$ cat config.mk
export PLATFORM = sky130hd
export DESIGN_NAME = packed_log_record_parser_unit_flat
export DESIGN_NICKNAME = d
export VERILOG_FILES = /design/src/design/plrp_pkg.sv /design/src/design/plrp_if.sv /design/src/design/packed_log_record_parser_unit.sv /design/src/design/plrp_core.sv /design/src/design/plrp_fifo.sv /design/src/flat_wrapper.sv
export SDC_FILE = /design/constraint.sdc
export NUM_CORES = 2
export LEC_CHECK = 0
export BUFFER_PORTS_ARGS = -buffer_cell sky130_fd_sc_hd__buf_4
export CAP_MARGIN = 25
export CORE_ASPECT_RATIO = 0.8
export CORE_MARGIN = 1.5
export CORE_UTILIZATION = 39
export CTS_BUF_LIST = sky130_fd_sc_hd__clkbuf_4 sky130_fd_sc_hd__clkbuf_8 sky130_fd_sc_hd__clkbuf_16
export DETAILED_ROUTE_END_ITERATION = 12
export GPL_TIMING_DRIVEN = 0
export RECOVER_POWER = 100
export SLEW_MARGIN = 10
export SYNTH_ARGS = -nofsm -noshare
export SYNTH_HDL_FRONTEND = slang
export SYNTH_SLANG_ARGS = --single-unit
$ cat constraint.sdc
create_clock -name i_clk -period 34.2 [get_ports i_clk]
set_clock_uncertainty 0.1 [all_clocks]
set_input_delay 3.42 -clock i_clk [delete_from_list [all_inputs] [get_ports i_clk]]
set_output_delay 3.42 -clock i_clk [all_outputs]
set_load 0.03 [all_outputs]
$ cat src/design/plrp_pkg.sv
`timescale 1ns / 1ps
// ---------------------------------------------------------------------------
// plrp_pkg
// Types, codes and constants shared by the packed log record parser.
// ---------------------------------------------------------------------------
package plrp_pkg;

    localparam int MAX_RES     = 3;
    localparam int QUEUE_DEPTH = 8;
    localparam int QCNT_W      = $clog2(QUEUE_DEPTH + 1);
    localparam int QPTR_W      = $clog2(QUEUE_DEPTH);

    localparam logic [7:0] TYPE_FILEHDR = 8'd25;
    localparam logic [7:0] TYPE_COMMIT  = 8'd17;
    localparam logic [7:0] TYPE_USER    = 8'd33;
    localparam logic [7:0] FLAG_VLSN    = 8'h28;   // 0x20 or 0x08
    localparam logic [7:0] PACK_BIAS    = 8'd119;
    localparam logic [7:0] PACK_NEG_LO  = 8'd137;  // -119 as a byte
    localparam logic [63:0] KEY_FLIP    = 64'h8000_0000_0000_0000;
    localparam logic [63:0] OP_NONE     = 64'h0000_0000_0000_FFFF;

    // result field ids
    localparam logic [4:0] FID_CSUM      = 5'd0;
    localparam logic [4:0] FID_TYPE      = 5'd1;
    localparam logic [4:0] FID_FLAGS     = 5'd2;
    localparam logic [4:0] FID_PREV      = 5'd3;
    localparam logic [4:0] FID_SIZE      = 5'd4;
    localparam logic [4:0] FID_VLSN      = 5'd5;
    localparam logic [4:0] FID_FH_FIRST  = 5'd6;
    localparam logic [4:0] FID_CM_FIRST  = 5'd10;
    localparam logic [4:0] FID_CM_MASTER = 5'd13;
    localparam logic [4:0] FID_CM_LAST   = 5'd14;
    localparam logic [4:0] FID_U_FLAG    = 5'd15;
    localparam logic [4:0] FID_U_FLAG2   = 5'd16;
    localparam logic [4:0] FID_U_DBID    = 5'd17;
    localparam logic [4:0] FID_U_ABORT   = 5'd18;
    localparam logic [4:0] FID_U_TXN     = 5'd19;
    localparam logic [4:0] FID_U_DSIZE   = 5'd21;
    localparam logic [4:0] FID_U_OP      = 5'd22;
    localparam logic [4:0] FID_U_KEY     = 5'd23;
    localparam logic [4:0] FID_END       = 5'd24;

    // record end status
    localparam logic [1:0] ST_OK      = 2'd0;
    localparam logic [1:0] ST_KEYLEN  = 2'd1;
    localparam logic [1:0] ST_OVERRUN = 2'd2;
    localparam logic [1:0] ST_BADCODE = 2'd3;

    typedef enum logic [3:0] {
        PH_HEADER   = 4'd0,
        PH_VLSN     = 4'd1,
        PH_FILEHDR  = 4'd2,
        PH_COMMIT   = 4'd3,
        PH_USER     = 4'd4,
        PH_UDATA    = 4'd5,
        PH_KEY      = 4'd6,
        PH_TRAIL    = 4'd7,
        PH_ERR_KEY  = 4'd8,
        PH_ERR_OVER = 4'd9,
        PH_ERR_CODE = 4'd10
    } t_phase;

    typedef enum logic [1:0] {
        PK_PEND = 2'd0,
        PK_DONE = 2'd1,
        PK_BAD  = 2'd2
    } t_pk_code;

    typedef struct packed {
        logic [4:0]  field_id;
        logic [63:0] field_value;
        logic [7:0]  rec_type;
        logic [1:0]  status;
        logic        last_of_run;
    } t_result;

    // all results of one byte, in order
    typedef struct packed {
        logic [1:0]            cnt;
        t_result [MAX_RES-1:0] res;
    } t_step_out;

    function automatic logic [1:0] phase_status(input t_phase ph);
        logic [1:0] st;
        unique case (ph)
            PH_TRAIL:    st = ST_OK;
            PH_ERR_KEY:  st = ST_KEYLEN;
            PH_ERR_CODE: st = ST_BADCODE;
            default:     st = ST_OVERRUN;
        endcase
        return st;
    endfunction

endpackage

$ cat src/design/plrp_if.sv
`timescale 1ns / 1ps
// ---------------------------------------------------------------------------
// plrp_if
// Valid/ready channels: raw log bytes in, decoded result words out.
// ---------------------------------------------------------------------------
interface plrp_byte_if;
    logic       valid;
    logic       ready;
    logic [7:0] byte_in;

    modport source (output valid, output byte_in, input ready);
    modport sink   (input valid, input byte_in, output ready);
endinterface

interface plrp_rec_if;
    logic        valid;
    logic        ready;
    logic [4:0]  field_id;
    logic [63:0] field_value;
    logic [7:0]  rec_type;
    logic [1:0]  status;
    logic        last_of_run;

    modport source (output valid, output field_id, output field_value,
                    output rec_type, output status, output last_of_run,
                    input ready);
    modport sink   (input valid, input field_id, input field_value,
                    input rec_type, input status, input last_of_run,
                    output ready);
endinterface

$ cat src/design/packed_log_record_parser_unit.sv
`timescale 1ns / 1ps
// ---------------------------------------------------------------------------
// packed_log_record_parser_unit
// Streaming parser for packed-integer log files, one byte per word.
// ---------------------------------------------------------------------------
// Feed the raw log file in order, one byte per input word; the block frames
// records on its own (14-byte header, optional 8-byte VLSN, payload) and
// emits one result word per decoded field plus a record-end word carrying a
// status. Throughput is one input byte per clock while the input is not
// stalled. A byte is captured in an input register and decoded in the next
// cycle by the parser core, whose state registers close the per-byte loop;
// its 0..3 result words land in an 8-entry result queue that drains one
// word per cycle while the result side is ready, so the first result word
// is offered only once it is written into the queue. The input stalls only
// when the queue might not hold the words of the byte in flight plus the next
// one, i.e. while the result side is backpressured or a run of multi-result
// bytes builds up. last_of_run marks the final word caused by a byte.
// ---------------------------------------------------------------------------
module packed_log_record_parser_unit
    import plrp_pkg::*;
(
    input  logic       i_clk,
    input  logic       i_rst_n,
    plrp_byte_if.sink  i_byte,
    plrp_rec_if.source o_rec
);

    logic              r_in_vld;
    logic [7:0]        r_in_byte;
    logic [QCNT_W-1:0] q_count;
    logic [QCNT_W:0]   q_need;
    t_step_out         step;

    // room for the byte in flight and one more, worst case each
    assign q_need       = {1'b0, q_count} + (r_in_vld ? (QCNT_W+1)'(MAX_RES) : '0);
    assign i_byte.ready = (q_need <= (QCNT_W+1)'(QUEUE_DEPTH - MAX_RES));

    always_ff @(posedge i_clk) begin
        if (!i_rst_n) begin
            r_in_vld <= 1'b0;
        end else begin
            r_in_vld <= i_byte.valid && i_byte.ready;
        end
    end

    always_ff @(posedge i_clk) begin
        if (i_byte.valid && i_byte.ready) begin
            r_in_byte <= i_byte.byte_in;
        end
    end

    plrp_core u_core (
        .i_clk      (i_clk),
        .i_rst_n    (i_rst_n),
        .i_step_vld (r_in_vld),
        .i_byte     (r_in_byte),
        .o_step     (step)
    );

    plrp_fifo u_fifo (
        .i_clk   (i_clk),
        .i_rst_n (i_rst_n),
        .i_push  (step),
        .o_count (q_count),
        .o_rec   (o_rec)
    );

endmodule

$ cat src/design/plrp_core.sv
`timescale 1ns / 1ps
// ---------------------------------------------------------------------------
// plrp_core
// Parser state and per-byte decode; yields up to three results per byte.
// ---------------------------------------------------------------------------
module plrp_core
    import plrp_pkg::*;
(
    input  logic      i_clk,
    input  logic      i_rst_n,
    input  logic      i_step_vld,
    input  logic [7:0] i_byte,
    output t_step_out o_step
);

    t_phase      r_phase, n_phase;
    logic [31:0] r_bidx, n_bidx;
    logic [7:0]  r_rtype, n_rtype;
    logic [7:0]  r_flags, n_flags;
    logic [31:0] r_plen, n_plen;
    logic [63:0] r_acc, n_acc;
    logic [3:0]  r_pbl, n_pbl;
    logic        r_neg, n_neg;
    logic [2:0]  r_pos, n_pos;
    logic [4:0]  r_fidx, n_fidx;
    logic [31:0] r_udl, n_udl;
    logic [7:0]  r_op_hi, n_op_hi;
    logic        r_abort, n_abort;

    // packed integer decode
    logic        pk_is32;
    t_pk_code    pk_code;
    logic [63:0] pk_val, pk_acc;
    logic [3:0]  pk_pbl;
    logic        pk_neg;
    logic [2:0]  pk_pos;
    logic [7:0]  pk_len8;
    logic [3:0]  pk_len;
    logic [31:0] pk_a32, pk_r32;

    logic [31:0] p, rem, dsize;
    logic [1:0]  hoff;
    logic [2:0]  foff;
    logic        do_start, do_end;
    logic [1:0]  cnt;
    t_result [MAX_RES-1:0] res;

    function automatic t_result mk(input logic [4:0] id, input logic [63:0] v,
                                   input logic [7:0] et, input logic [1:0] st);
        t_result r;
        r.field_id    = id;
        r.field_value = v;
        r.rec_type    = et;
        r.status      = st;
        r.last_of_run = 1'b0;
        return r;
    endfunction

    always_comb begin
        pk_is32 = (r_phase == PH_COMMIT) ? (r_fidx == FID_CM_MASTER)
                                         : (r_fidx == FID_U_DSIZE);
        pk_code = PK_PEND;
        pk_val  = '0;
        pk_acc  = r_acc;
        pk_pbl  = r_pbl;
        pk_neg  = r_neg;
        pk_pos  = r_pos;
        pk_len8 = '0;
        pk_len  = '0;
        pk_a32  = '0;
        pk_r32  = '0;
        if (r_pbl == 4'd0) begin
            if (i_byte <= PACK_BIAS || i_byte >= PACK_NEG_LO) begin
                pk_code = PK_DONE;
                pk_val  = {{56{i_byte[7]}}, i_byte};
            end else begin
                pk_len8 = i_byte[7] ? (PACK_NEG_LO - i_byte) : (i_byte - PACK_BIAS);
                pk_len  = pk_len8[3:0];
                if (pk_len > (pk_is32 ? 4'd4 : 4'd8)) begin
                    pk_code = PK_BAD;
                end else begin
                    pk_pbl = pk_len;
                    pk_neg = i_byte[7];
                    pk_pos = '0;
                    pk_acc = '0;
                end
            end
        end else begin
            pk_acc = r_acc | (64'(i_byte) << {r_pos, 3'b000});
            pk_pos = r_pos + 3'd1;
            pk_pbl = r_pbl - 4'd1;
            if (pk_pbl == 4'd0) begin
                pk_code = PK_DONE;
                if (pk_is32) begin
                    pk_a32 = pk_acc[31:0];
                    pk_r32 = r_neg ? (32'd0 - pk_a32 - 32'd119) : (pk_a32 + 32'd119);
                    pk_val = {{32{pk_r32[31]}}, pk_r32};
                end else begin
                    pk_val = r_neg ? (64'd0 - pk_acc - 64'd119) : (pk_acc + 64'd119);
                end
            end
        end
    end

    always_comb begin
        n_phase = r_phase;  n_bidx  = r_bidx;  n_rtype = r_rtype;
        n_flags = r_flags;  n_plen  = r_plen;  n_acc   = r_acc;
        n_pbl   = r_pbl;    n_neg   = r_neg;   n_pos   = r_pos;
        n_fidx  = r_fidx;   n_udl   = r_udl;   n_op_hi = r_op_hi;
        n_abort = r_abort;
        p = r_bidx; rem = '0; dsize = '0; hoff = '0; foff = '0;
        do_start = 1'b0; do_end = 1'b0;
        cnt = '0;
        res = '0;

        if (r_phase == PH_HEADER) begin
            if (p == 32'd0) begin
                n_rtype = '0;
                n_acc   = '0;
            end
            if (p > 32'd13) begin
                n_bidx = '0;
            end else begin
                if (p < 32'd4)       hoff = p[1:0];
                else if (p < 32'd6)  hoff = 2'd0;
                else if (p < 32'd10) hoff = 2'(p[3:0] - 4'd6);
                else                 hoff = 2'(p[3:0] - 4'd10);
                n_acc  = n_acc | (64'(i_byte) << {hoff, 3'b000});
                n_bidx = p + 32'd1;
                priority case (p[3:0])
                    4'd3: begin
                        res[cnt] = mk(FID_CSUM, n_acc, n_rtype, ST_OK); cnt = cnt + 2'd1;
                        n_acc = '0;
                    end
                    4'd4: begin
                        n_rtype = i_byte;
                        res[cnt] = mk(FID_TYPE, 64'(i_byte), n_rtype, ST_OK);
                        cnt = cnt + 2'd1;
                        n_acc = '0;
                    end
                    4'd5: begin
                        n_flags = i_byte;
                        res[cnt] = mk(FID_FLAGS, 64'(i_byte), n_rtype, ST_OK);
                        cnt = cnt + 2'd1;
                        n_acc = '0;
                    end
                    4'd9: begin
                        res[cnt] = mk(FID_PREV, n_acc, n_rtype, ST_OK); cnt = cnt + 2'd1;
                        n_acc = '0;
                    end
                    4'd13: begin
                        n_plen = n_acc[31:0];
                        res[cnt] = mk(FID_SIZE, n_acc, n_rtype, ST_OK); cnt = cnt + 2'd1;
                        n_acc = '0;
                        if ((r_flags & FLAG_VLSN) != 8'd0) begin
                            n_phase = PH_VLSN;
                            n_bidx  = '0;
                        end else begin
                            do_start = 1'b1;
                        end
                    end
                    default: ;
                endcase
            end
        end else if (r_phase == PH_VLSN) begin
            n_acc  = r_acc | (64'(i_byte) << {r_bidx[2:0], 3'b000});
            n_bidx = 32'(r_bidx[2:0]) + 32'd1;
            if (n_bidx == 32'd8) begin
                res[cnt] = mk(FID_VLSN, n_acc, n_rtype, ST_OK); cnt = cnt + 2'd1;
                do_start = 1'b1;
            end
        end else begin
            n_bidx = p + 32'd1;
            unique case (r_phase)
                PH_FILEHDR: begin
                    if (p > 32'd23) begin
                        n_phase = PH_TRAIL;
                    end else begin
                        if (p < 32'd8)       foff = p[2:0];
                        else if (p < 32'd12) foff = 3'(p[4:0] - 5'd8);
                        else if (p < 32'd20) foff = 3'(p[4:0] - 5'd12);
                        else                 foff = 3'(p[4:0] - 5'd20);
                        n_acc = r_acc | (64'(i_byte) << {foff, 3'b000});
                        if (p == 32'd7 || p == 32'd11 || p == 32'd19 || p == 32'd23) begin
                            res[cnt] = mk(r_fidx, n_acc, n_rtype, ST_OK);
                            cnt = cnt + 2'd1;
                            n_acc  = '0;
                            n_fidx = r_fidx + 5'd1;
                            if (p == 32'd23) n_phase = PH_TRAIL;
                        end
                    end
                end
                PH_COMMIT: begin
                    if (pk_code == PK_BAD) begin
                        n_phase = PH_ERR_CODE;
                    end else begin
                        n_acc = pk_acc; n_pbl = pk_pbl; n_neg = pk_neg; n_pos = pk_pos;
                        if (pk_code == PK_DONE) begin
                            res[cnt] = mk(r_fidx, pk_val, n_rtype, ST_OK);
                            cnt = cnt + 2'd1;
                            if (r_fidx >= FID_CM_LAST) n_phase = PH_TRAIL;
                            else                       n_fidx  = r_fidx + 5'd1;
                        end
                    end
                end
                PH_USER: begin
                    if (r_fidx == FID_U_FLAG) begin
                        n_abort = i_byte[5];
                        res[cnt] = mk(FID_U_FLAG, 64'(i_byte), n_rtype, ST_OK);
                        cnt = cnt + 2'd1;
                        n_fidx = FID_U_FLAG2;
                    end else if (r_fidx == FID_U_FLAG2) begin
                        res[cnt] = mk(FID_U_FLAG2, 64'(i_byte), n_rtype, ST_OK);
                        cnt = cnt + 2'd1;
                        n_fidx = FID_U_DBID;
                    end else if (pk_code == PK_BAD) begin
                        n_phase = PH_ERR_CODE;
                    end else begin
                        n_acc = pk_acc; n_pbl = pk_pbl; n_neg = pk_neg; n_pos = pk_pos;
                        if (pk_code == PK_DONE) begin
                            res[cnt] = mk(r_fidx, pk_val, n_rtype, ST_OK);
                            cnt = cnt + 2'd1;
                            if (r_fidx == FID_U_DBID) begin
                                n_fidx = r_abort ? FID_U_ABORT : FID_U_TXN;
                            end else if (r_fidx < FID_U_DSIZE) begin
                                n_fidx = r_fidx + 5'd1;
                            end else begin
                                // data size: check the record leaves exactly an 8-byte key
                                rem   = r_plen - n_bidx;
                                dsize = pk_val[31:0];
                                if (pk_val[63] || dsize > rem) begin
                                    n_phase = PH_ERR_OVER;
                                end else if ((rem - dsize) != 32'd8) begin
                                    n_phase = PH_ERR_KEY;
                                end else begin
                                    n_udl = dsize;
                                    n_acc = '0;
                                    if (dsize < 32'd2) begin
                                        res[cnt] = mk(FID_U_OP, OP_NONE, n_rtype, ST_OK);
                                        cnt = cnt + 2'd1;
                                        n_fidx = FID_U_KEY;
                                    end else begin
                                        n_fidx = FID_U_OP;
                                        n_pbl  = 4'd2;
                                    end
                                    n_phase = (dsize == 32'd0) ? PH_KEY : PH_UDATA;
                                end
                            end
                        end
                    end
                end
                PH_UDATA: begin
                    if (r_fidx == FID_U_OP) begin
                        if (r_pbl == 4'd2) begin
                            n_op_hi = i_byte;
                            n_pbl   = 4'd1;
                        end else begin
                            res[cnt] = mk(FID_U_OP, 64'({r_op_hi, i_byte}), n_rtype, ST_OK);
                            cnt = cnt + 2'd1;
                            n_pbl  = '0;
                            n_fidx = FID_U_KEY;
                        end
                    end
                    if (r_udl != 32'd0) n_udl = r_udl - 32'd1;
                    if (n_udl == 32'd0) begin
                        n_phase = PH_KEY;
                        n_acc   = '0;
                    end
                end
                PH_KEY: begin
                    n_acc = {r_acc[55:0], i_byte};
                    if (n_bidx == r_plen) begin
                        res[cnt] = mk(FID_U_KEY, n_acc ^ KEY_FLIP, n_rtype, ST_OK);
                        cnt = cnt + 2'd1;
                        n_phase = PH_TRAIL;
                    end
                end
                default: ;
            endcase
            if (n_phase != PH_HEADER && n_bidx == r_plen) do_end = 1'b1;
        end

        if (do_start) begin
            n_bidx = '0;
            n_acc  = '0;
            n_pbl  = '0;
            if (n_rtype == TYPE_FILEHDR) begin
                n_phase = PH_FILEHDR; n_fidx = FID_FH_FIRST;
            end else if (n_rtype == TYPE_COMMIT) begin
                n_phase = PH_COMMIT;  n_fidx = FID_CM_FIRST;
            end else if (n_rtype == TYPE_USER) begin
                n_phase = PH_USER;    n_fidx = FID_U_FLAG;
            end else begin
                n_phase = PH_TRAIL;
            end
            if (n_plen == 32'd0) do_end = 1'b1;
        end

        if (do_end) begin
            res[cnt] = mk(FID_END, 64'd0, n_rtype, phase_status(n_phase));
            cnt = cnt + 2'd1;
            n_phase = PH_HEADER;
            n_bidx  = '0;
            n_fidx  = '0;
            n_pbl   = '0;
            n_acc   = '0;
        end

        if (cnt != 2'd0) res[cnt - 2'd1].last_of_run = 1'b1;

        o_step.cnt = i_step_vld ? cnt : 2'd0;
        o_step.res = res;
    end

    always_ff @(posedge i_clk) begin
        if (!i_rst_n) begin
            r_phase <= PH_HEADER;
            r_bidx  <= '0;  r_rtype <= '0;  r_flags <= '0;  r_plen  <= '0;
            r_acc   <= '0;  r_pbl   <= '0;  r_neg   <= 1'b0; r_pos  <= '0;
            r_fidx  <= '0;  r_udl   <= '0;  r_op_hi <= '0;  r_abort <= 1'b0;
        end else if (i_step_vld) begin
            r_phase <= n_phase;
            r_bidx  <= n_bidx;  r_rtype <= n_rtype; r_flags <= n_flags; r_plen <= n_plen;
            r_acc   <= n_acc;   r_pbl   <= n_pbl;   r_neg   <= n_neg;   r_pos  <= n_pos;
            r_fidx  <= n_fidx;  r_udl   <= n_udl;   r_op_hi <= n_op_hi; r_abort <= n_abort;
        end
    end

endmodule

$ cat src/design/plrp_fifo.sv
`timescale 1ns / 1ps
// ---------------------------------------------------------------------------
// plrp_fifo
// Result queue: takes up to three words per cycle, gives one per handshake.
// ---------------------------------------------------------------------------
module plrp_fifo
    import plrp_pkg::*;
(
    input  logic              i_clk,
    input  logic              i_rst_n,
    input  t_step_out         i_push,
    output logic [QCNT_W-1:0] o_count,
    plrp_rec_if.source        o_rec
);

    t_result           r_mem [QUEUE_DEPTH];
    logic [QPTR_W-1:0] r_wp, r_rp;
    logic [QCNT_W-1:0] r_count;
    logic              pop;
    t_result           head;

    assign pop  = o_rec.valid && o_rec.ready;
    assign head = r_mem[r_rp];

    assign o_rec.valid       = (r_count != '0);
    assign o_rec.field_id    = head.field_id;
    assign o_rec.field_value = head.field_value;
    assign o_rec.rec_type    = head.rec_type;
    assign o_rec.status      = head.status;
    assign o_rec.last_of_run = head.last_of_run;
    assign o_count           = r_count;

    always_ff @(posedge i_clk) begin
        for (int k = 0; k < MAX_RES; k++) begin
            if (k < int'(i_push.cnt)) begin
                r_mem[r_wp + QPTR_W'(k)] <= i_push.res[k];
            end
        end
    end

    always_ff @(posedge i_clk) begin
        if (!i_rst_n) begin
            r_wp    <= '0;
            r_rp    <= '0;
            r_count <= '0;
        end else begin
            r_wp    <= r_wp + QPTR_W'(i_push.cnt);
            r_rp    <= r_rp + QPTR_W'(pop);
            r_count <= r_count + QCNT_W'(i_push.cnt) - QCNT_W'(pop);
        end
    end

    a_no_overflow: assert property (@(posedge i_clk) disable iff (!i_rst_n)
        (r_count + QCNT_W'(i_push.cnt)) <= (QCNT_W'(QUEUE_DEPTH) + QCNT_W'(pop)))
        else $error("result queue overflow");

    a_ptr_count: assert property (@(posedge i_clk) disable iff (!i_rst_n)
        (r_wp - r_rp) == r_count[QPTR_W-1:0])
        else $error("queue pointers disagree with count");

    a_reset_empty: assert property (@(posedge i_clk)
        !i_rst_n |=> (r_count == '0 && !o_rec.valid))
        else $error("queue not empty after reset");

endmodule
$ cat src/flat_wrapper.sv
// flat-port wrapper written by rule: the top's interface ports become plain ports
module packed_log_record_parser_unit_flat import plrp_pkg::*;
  (i_clk, i_rst_n, i_byte_valid, i_byte_byte_in, i_byte_ready, o_rec_valid, o_rec_field_id, o_rec_field_value, o_rec_rec_type, o_rec_status, o_rec_last_of_run, o_rec_ready);
  plrp_byte_if i_byte_i ();
  plrp_rec_if o_rec_i ();
  input  logic i_clk;
  input  logic i_rst_n;
  input wire logic [$bits(i_byte_i.valid)-1:0] i_byte_valid;
  input wire logic [$bits(i_byte_i.byte_in)-1:0] i_byte_byte_in;
  output wire logic [$bits(i_byte_i.ready)-1:0] i_byte_ready;
  output wire logic [$bits(o_rec_i.valid)-1:0] o_rec_valid;
  output wire logic [$bits(o_rec_i.field_id)-1:0] o_rec_field_id;
  output wire logic [$bits(o_rec_i.field_value)-1:0] o_rec_field_value;
  output wire logic [$bits(o_rec_i.rec_type)-1:0] o_rec_rec_type;
  output wire logic [$bits(o_rec_i.status)-1:0] o_rec_status;
  output wire logic [$bits(o_rec_i.last_of_run)-1:0] o_rec_last_of_run;
  input wire logic [$bits(o_rec_i.ready)-1:0] o_rec_ready;
  assign i_byte_i.valid = i_byte_valid;
  assign i_byte_i.byte_in = i_byte_byte_in;
  assign i_byte_ready = i_byte_i.ready;
  assign o_rec_valid = o_rec_i.valid;
  assign o_rec_field_id = o_rec_i.field_id;
  assign o_rec_field_value = o_rec_i.field_value;
  assign o_rec_rec_type = o_rec_i.rec_type;
  assign o_rec_status = o_rec_i.status;
  assign o_rec_last_of_run = o_rec_i.last_of_run;
  assign o_rec_i.ready = o_rec_ready;
  packed_log_record_parser_unit u_core (.i_clk(i_clk), .i_rst_n(i_rst_n), .i_byte(i_byte_i), .o_rec(o_rec_i));
endmodule
==> run metrics <==
total of max-cap violations 30; Syn Nets 5895; Total Negative Setup Slacks 0 ns; grt total ovfl 0; required time of the worst setup path 34.35 ns; Seq/Total Area, Yosys 0.433; Post-CTS Resized 0; library cells used by synthesis 95; Rows 122; Worst-Margin Slew 3.49 ns; Clock Tree Buf Depth 3; Avg Inst Size Synth 9.45 um2; I/O Buffers 93; worst setup margin 12.56 ns; DRC violations left 0; Layout Nets 6196; largest cells by area after synthesis edfxtp_1 (36%), dfxtp_1 (7.6%), mux4_2 (6.6%), nor2_1 (5.6%), a21oi_1 (4.7%); Die ar. 142000 um2; slowest CP cell or2_0; die extent in y 337 um; top-area cell type share of the netlist area 0.357; gate count of the mapped netlist 5773; die span in x 421 um; P_leak 20.3 nW; final max-slew violation count 718; initial core utilization 0.394; CTS H-tree depth 3; worst r2r src u_core.u_core.p[0]; dpl ws 19.46 ns; clk slew on worst S/H paths 0.07 ns; overall power 3.10 mW; first-pass iteration count of the detailed router 7; final hold viol count 0; Hold EP u_core.u_core.r_plen[6]; clock sink count 855; Seq cells post-synth 855; crit path launch type flop; routability congestion estimate 1.06; async set-reset flop share out of synthesis 0; CTS buffer count 94; depth of the worst hold-timing path 2; vias 53800; type of the worst setup path flop to flop; Vias/cell 6.71; Syn. warnings 0; CP Max Fanout 43; worst reg2reg path depth 43; IO Count 94; Final HPWL DP 213000 um; Util after Layout 0.444; Global Route Usage Sum 0.383; Min-Delay Path Class flop to flop; vias in the first global route 49200; Primary FF master, synth edfxtp_1; Slew HR -1.33; Critical Path End Type flop; CTS tree done; cell taking the most area after synthesis edfxtp_1; final period utilization 0.633; initial antenna violation count 19; Post-synth EDFFs 648; final worst path period need 21.64 ns; Hold Path Origin u_core.u_core.r_plen[6]; final setup vio count 0; Max IR drop VDD 41.5 uV; status finished with violations; Hold WS 0.385 ns; Post-synth top cells nor2_1 (815), edfxtp_1 (648), a21oi_1 (510); Syn-to-layout area delta 12.8%; pwr dens 50.4 nW/um2; fmax 46.2 MHz; WL final 281000 um; clk root buf clkbuf_16; Netlist Area Pre-Place 54500 um2; global-route wire length before repair 386000 um; most frequent cell after synthesis nor2_1; DR WL/cell 35.1 um; failing checks capacitance limit, slew limit; core area 139000 um2; Critical Path Most Common Cell clkbuf_1; Worst EP arrival 21.79 ns; number of setup buffers added after CTS 0; Post-CTS Hold Fix Bufs 0; RSZ-0062 raised after global routing no; Final ANT Viol Nets 0; DR iter-0 viols 9201; worst-skew pair later-pin latency 0.77 ns; r2r setup slk 12.56 ns; share of cells above drive strength 1 0.0999; slowest stage delay, CP 2.57 ns; largest net degree at the start of global routing 48; reg-to-reg endpoint u_core.u_fifo.r_mem[6][52]
[per-stage QoR]
step | cells | cell area (um2)
2_1_floorplan | 5773 | 54500
3_3_place_gp | 7726 | 57600
3_5_place_dp | 7808 | 58700
4_1_cts | 7977 | 61900
5_1_grt | 8007 | 61500
6_report | 8019 | 61500
[worst max-delay path: cells and delay by family (launching register included)]
family / cells / cell delay (ns)
AOI/OAI and AO/OA: 20 / 6.85
and+or+nand+nor: 10 / 6.09
buffers and inverters: 8 / 5.83
adders and majority gates: 3 / 1.14
xor gates and xnor gates: 2 / 0.56
DFF: 1 / 0.40
[logic make-up after synthesis]
kind of cell,Yosys count,share of synthesized area
AO/OA/AOI/OAI,1761,0.208
adder cells (fa/ha/maj),110,0.0258
buffers and inverters,613,0.0428
multiplexers,316,0.0968
XOR/XNOR,143,0.0230
AND/OR/NAND/NOR,1975,0.171
flip-flops,855,0.433
[state kept, by name (all words and copies together), names as in the netlist, 4 cells and up]
name                   cells
u_core.u_core.p           32
u_core.r_in_byte           8
u_core.u_core.r_op_hi      8
u_core.u_core.r_udl       32
u_core.u_fifo.r_mem      640
u_core.u_core.r_rtype      8
u_core.u_core.r_pbl        4
u_core.u_core.r_acc       64
u_core.u_core.r_fidx       5
u_core.u_core.r_phase      4
u_core.u_fifo.o_count      4
u_core.u_core.r_plen      32
[where the power goes]
| group | switching [mW] | internal [mW] | total [mW] |
|---|---|---|---|
| clock | 0.466 | 0.627 | 1.09 |
| combinational | 0.600 | 0.286 | 0.886 |
| sequential | 0.0110 | 1.11 | 1.12 |
| total | 1.08 | 2.02 | 3.10 |
[routing by layer]
layer,part of all wire,global-route usage,wire (um)
met2,0.40,0.528,111000
met1,0.43,0.555,120000
met3,0.13,0.108,36100
met5,0.0018,0.0183,505
met4,0.047,0.157,13200
[worst max-delay path by stage]
stage	startpoint	end
finish	u_core.u_core.p[0]	u_core.u_fifo.r_mem[6][52]
global route	u_core.u_core.p[0]	u_core.u_fifo.r_mem[6][45]
CTS	u_core.r_in_byte[1]	u_core.u_fifo.r_mem[3][57]
floorplan	u_core.u_core.p[0]	u_core.u_fifo.r_mem[0][0]
detailed placement	u_core.r_in_byte[1]	u_core.u_fifo.r_mem[3][52]
global placement	u_core.r_in_byte[0]	u_core.u_fifo.r_mem[5][54]
[placed cells by master (no fill, tap or decap), types with 29 or more instances in the layout]
cell         n
and3_1      40
buf_1       57
a21oi_1    508
nor2_1     814
o21ai_0    431
a21o_1     100
mux2i_1     64
dfxtp_1    207
nor2b_1     40
xnor2_1     75
clkbuf_16   96
and2_1      30
xor2_1      68
ha_1       106
nand3_1    123
edfxtp_1   648
buf_4       71
o211ai_1    64
o221ai_1    32
or2_2       29
nor4_1      66
clkbuf_1   501
nor3_1      99
o31ai_1     36
o22ai_1     59
inv_1      107
nand2b_1    32
clkbuf_4    31
nand4_1     61
or3_1       42
nand2_1    422
a31oi_1     78
mux4_2     160
a22oi_1     57
mux2_2      66
and2_0      34
a22o_1      51
a211oi_1    46
[area by class of cell]
type,count,area [um2]
clock buffer,122,2620
sequential,855,23600
inverter,109,409
tap,1860,2330
buffer,504,1920
timing repair buffer,205,1460
antenna,12,30.0
fill,13700,77100
multi-input combinational,4305,28600
clock inverter,47,584
No activity file was read; power rests on OpenSTA's default activity.
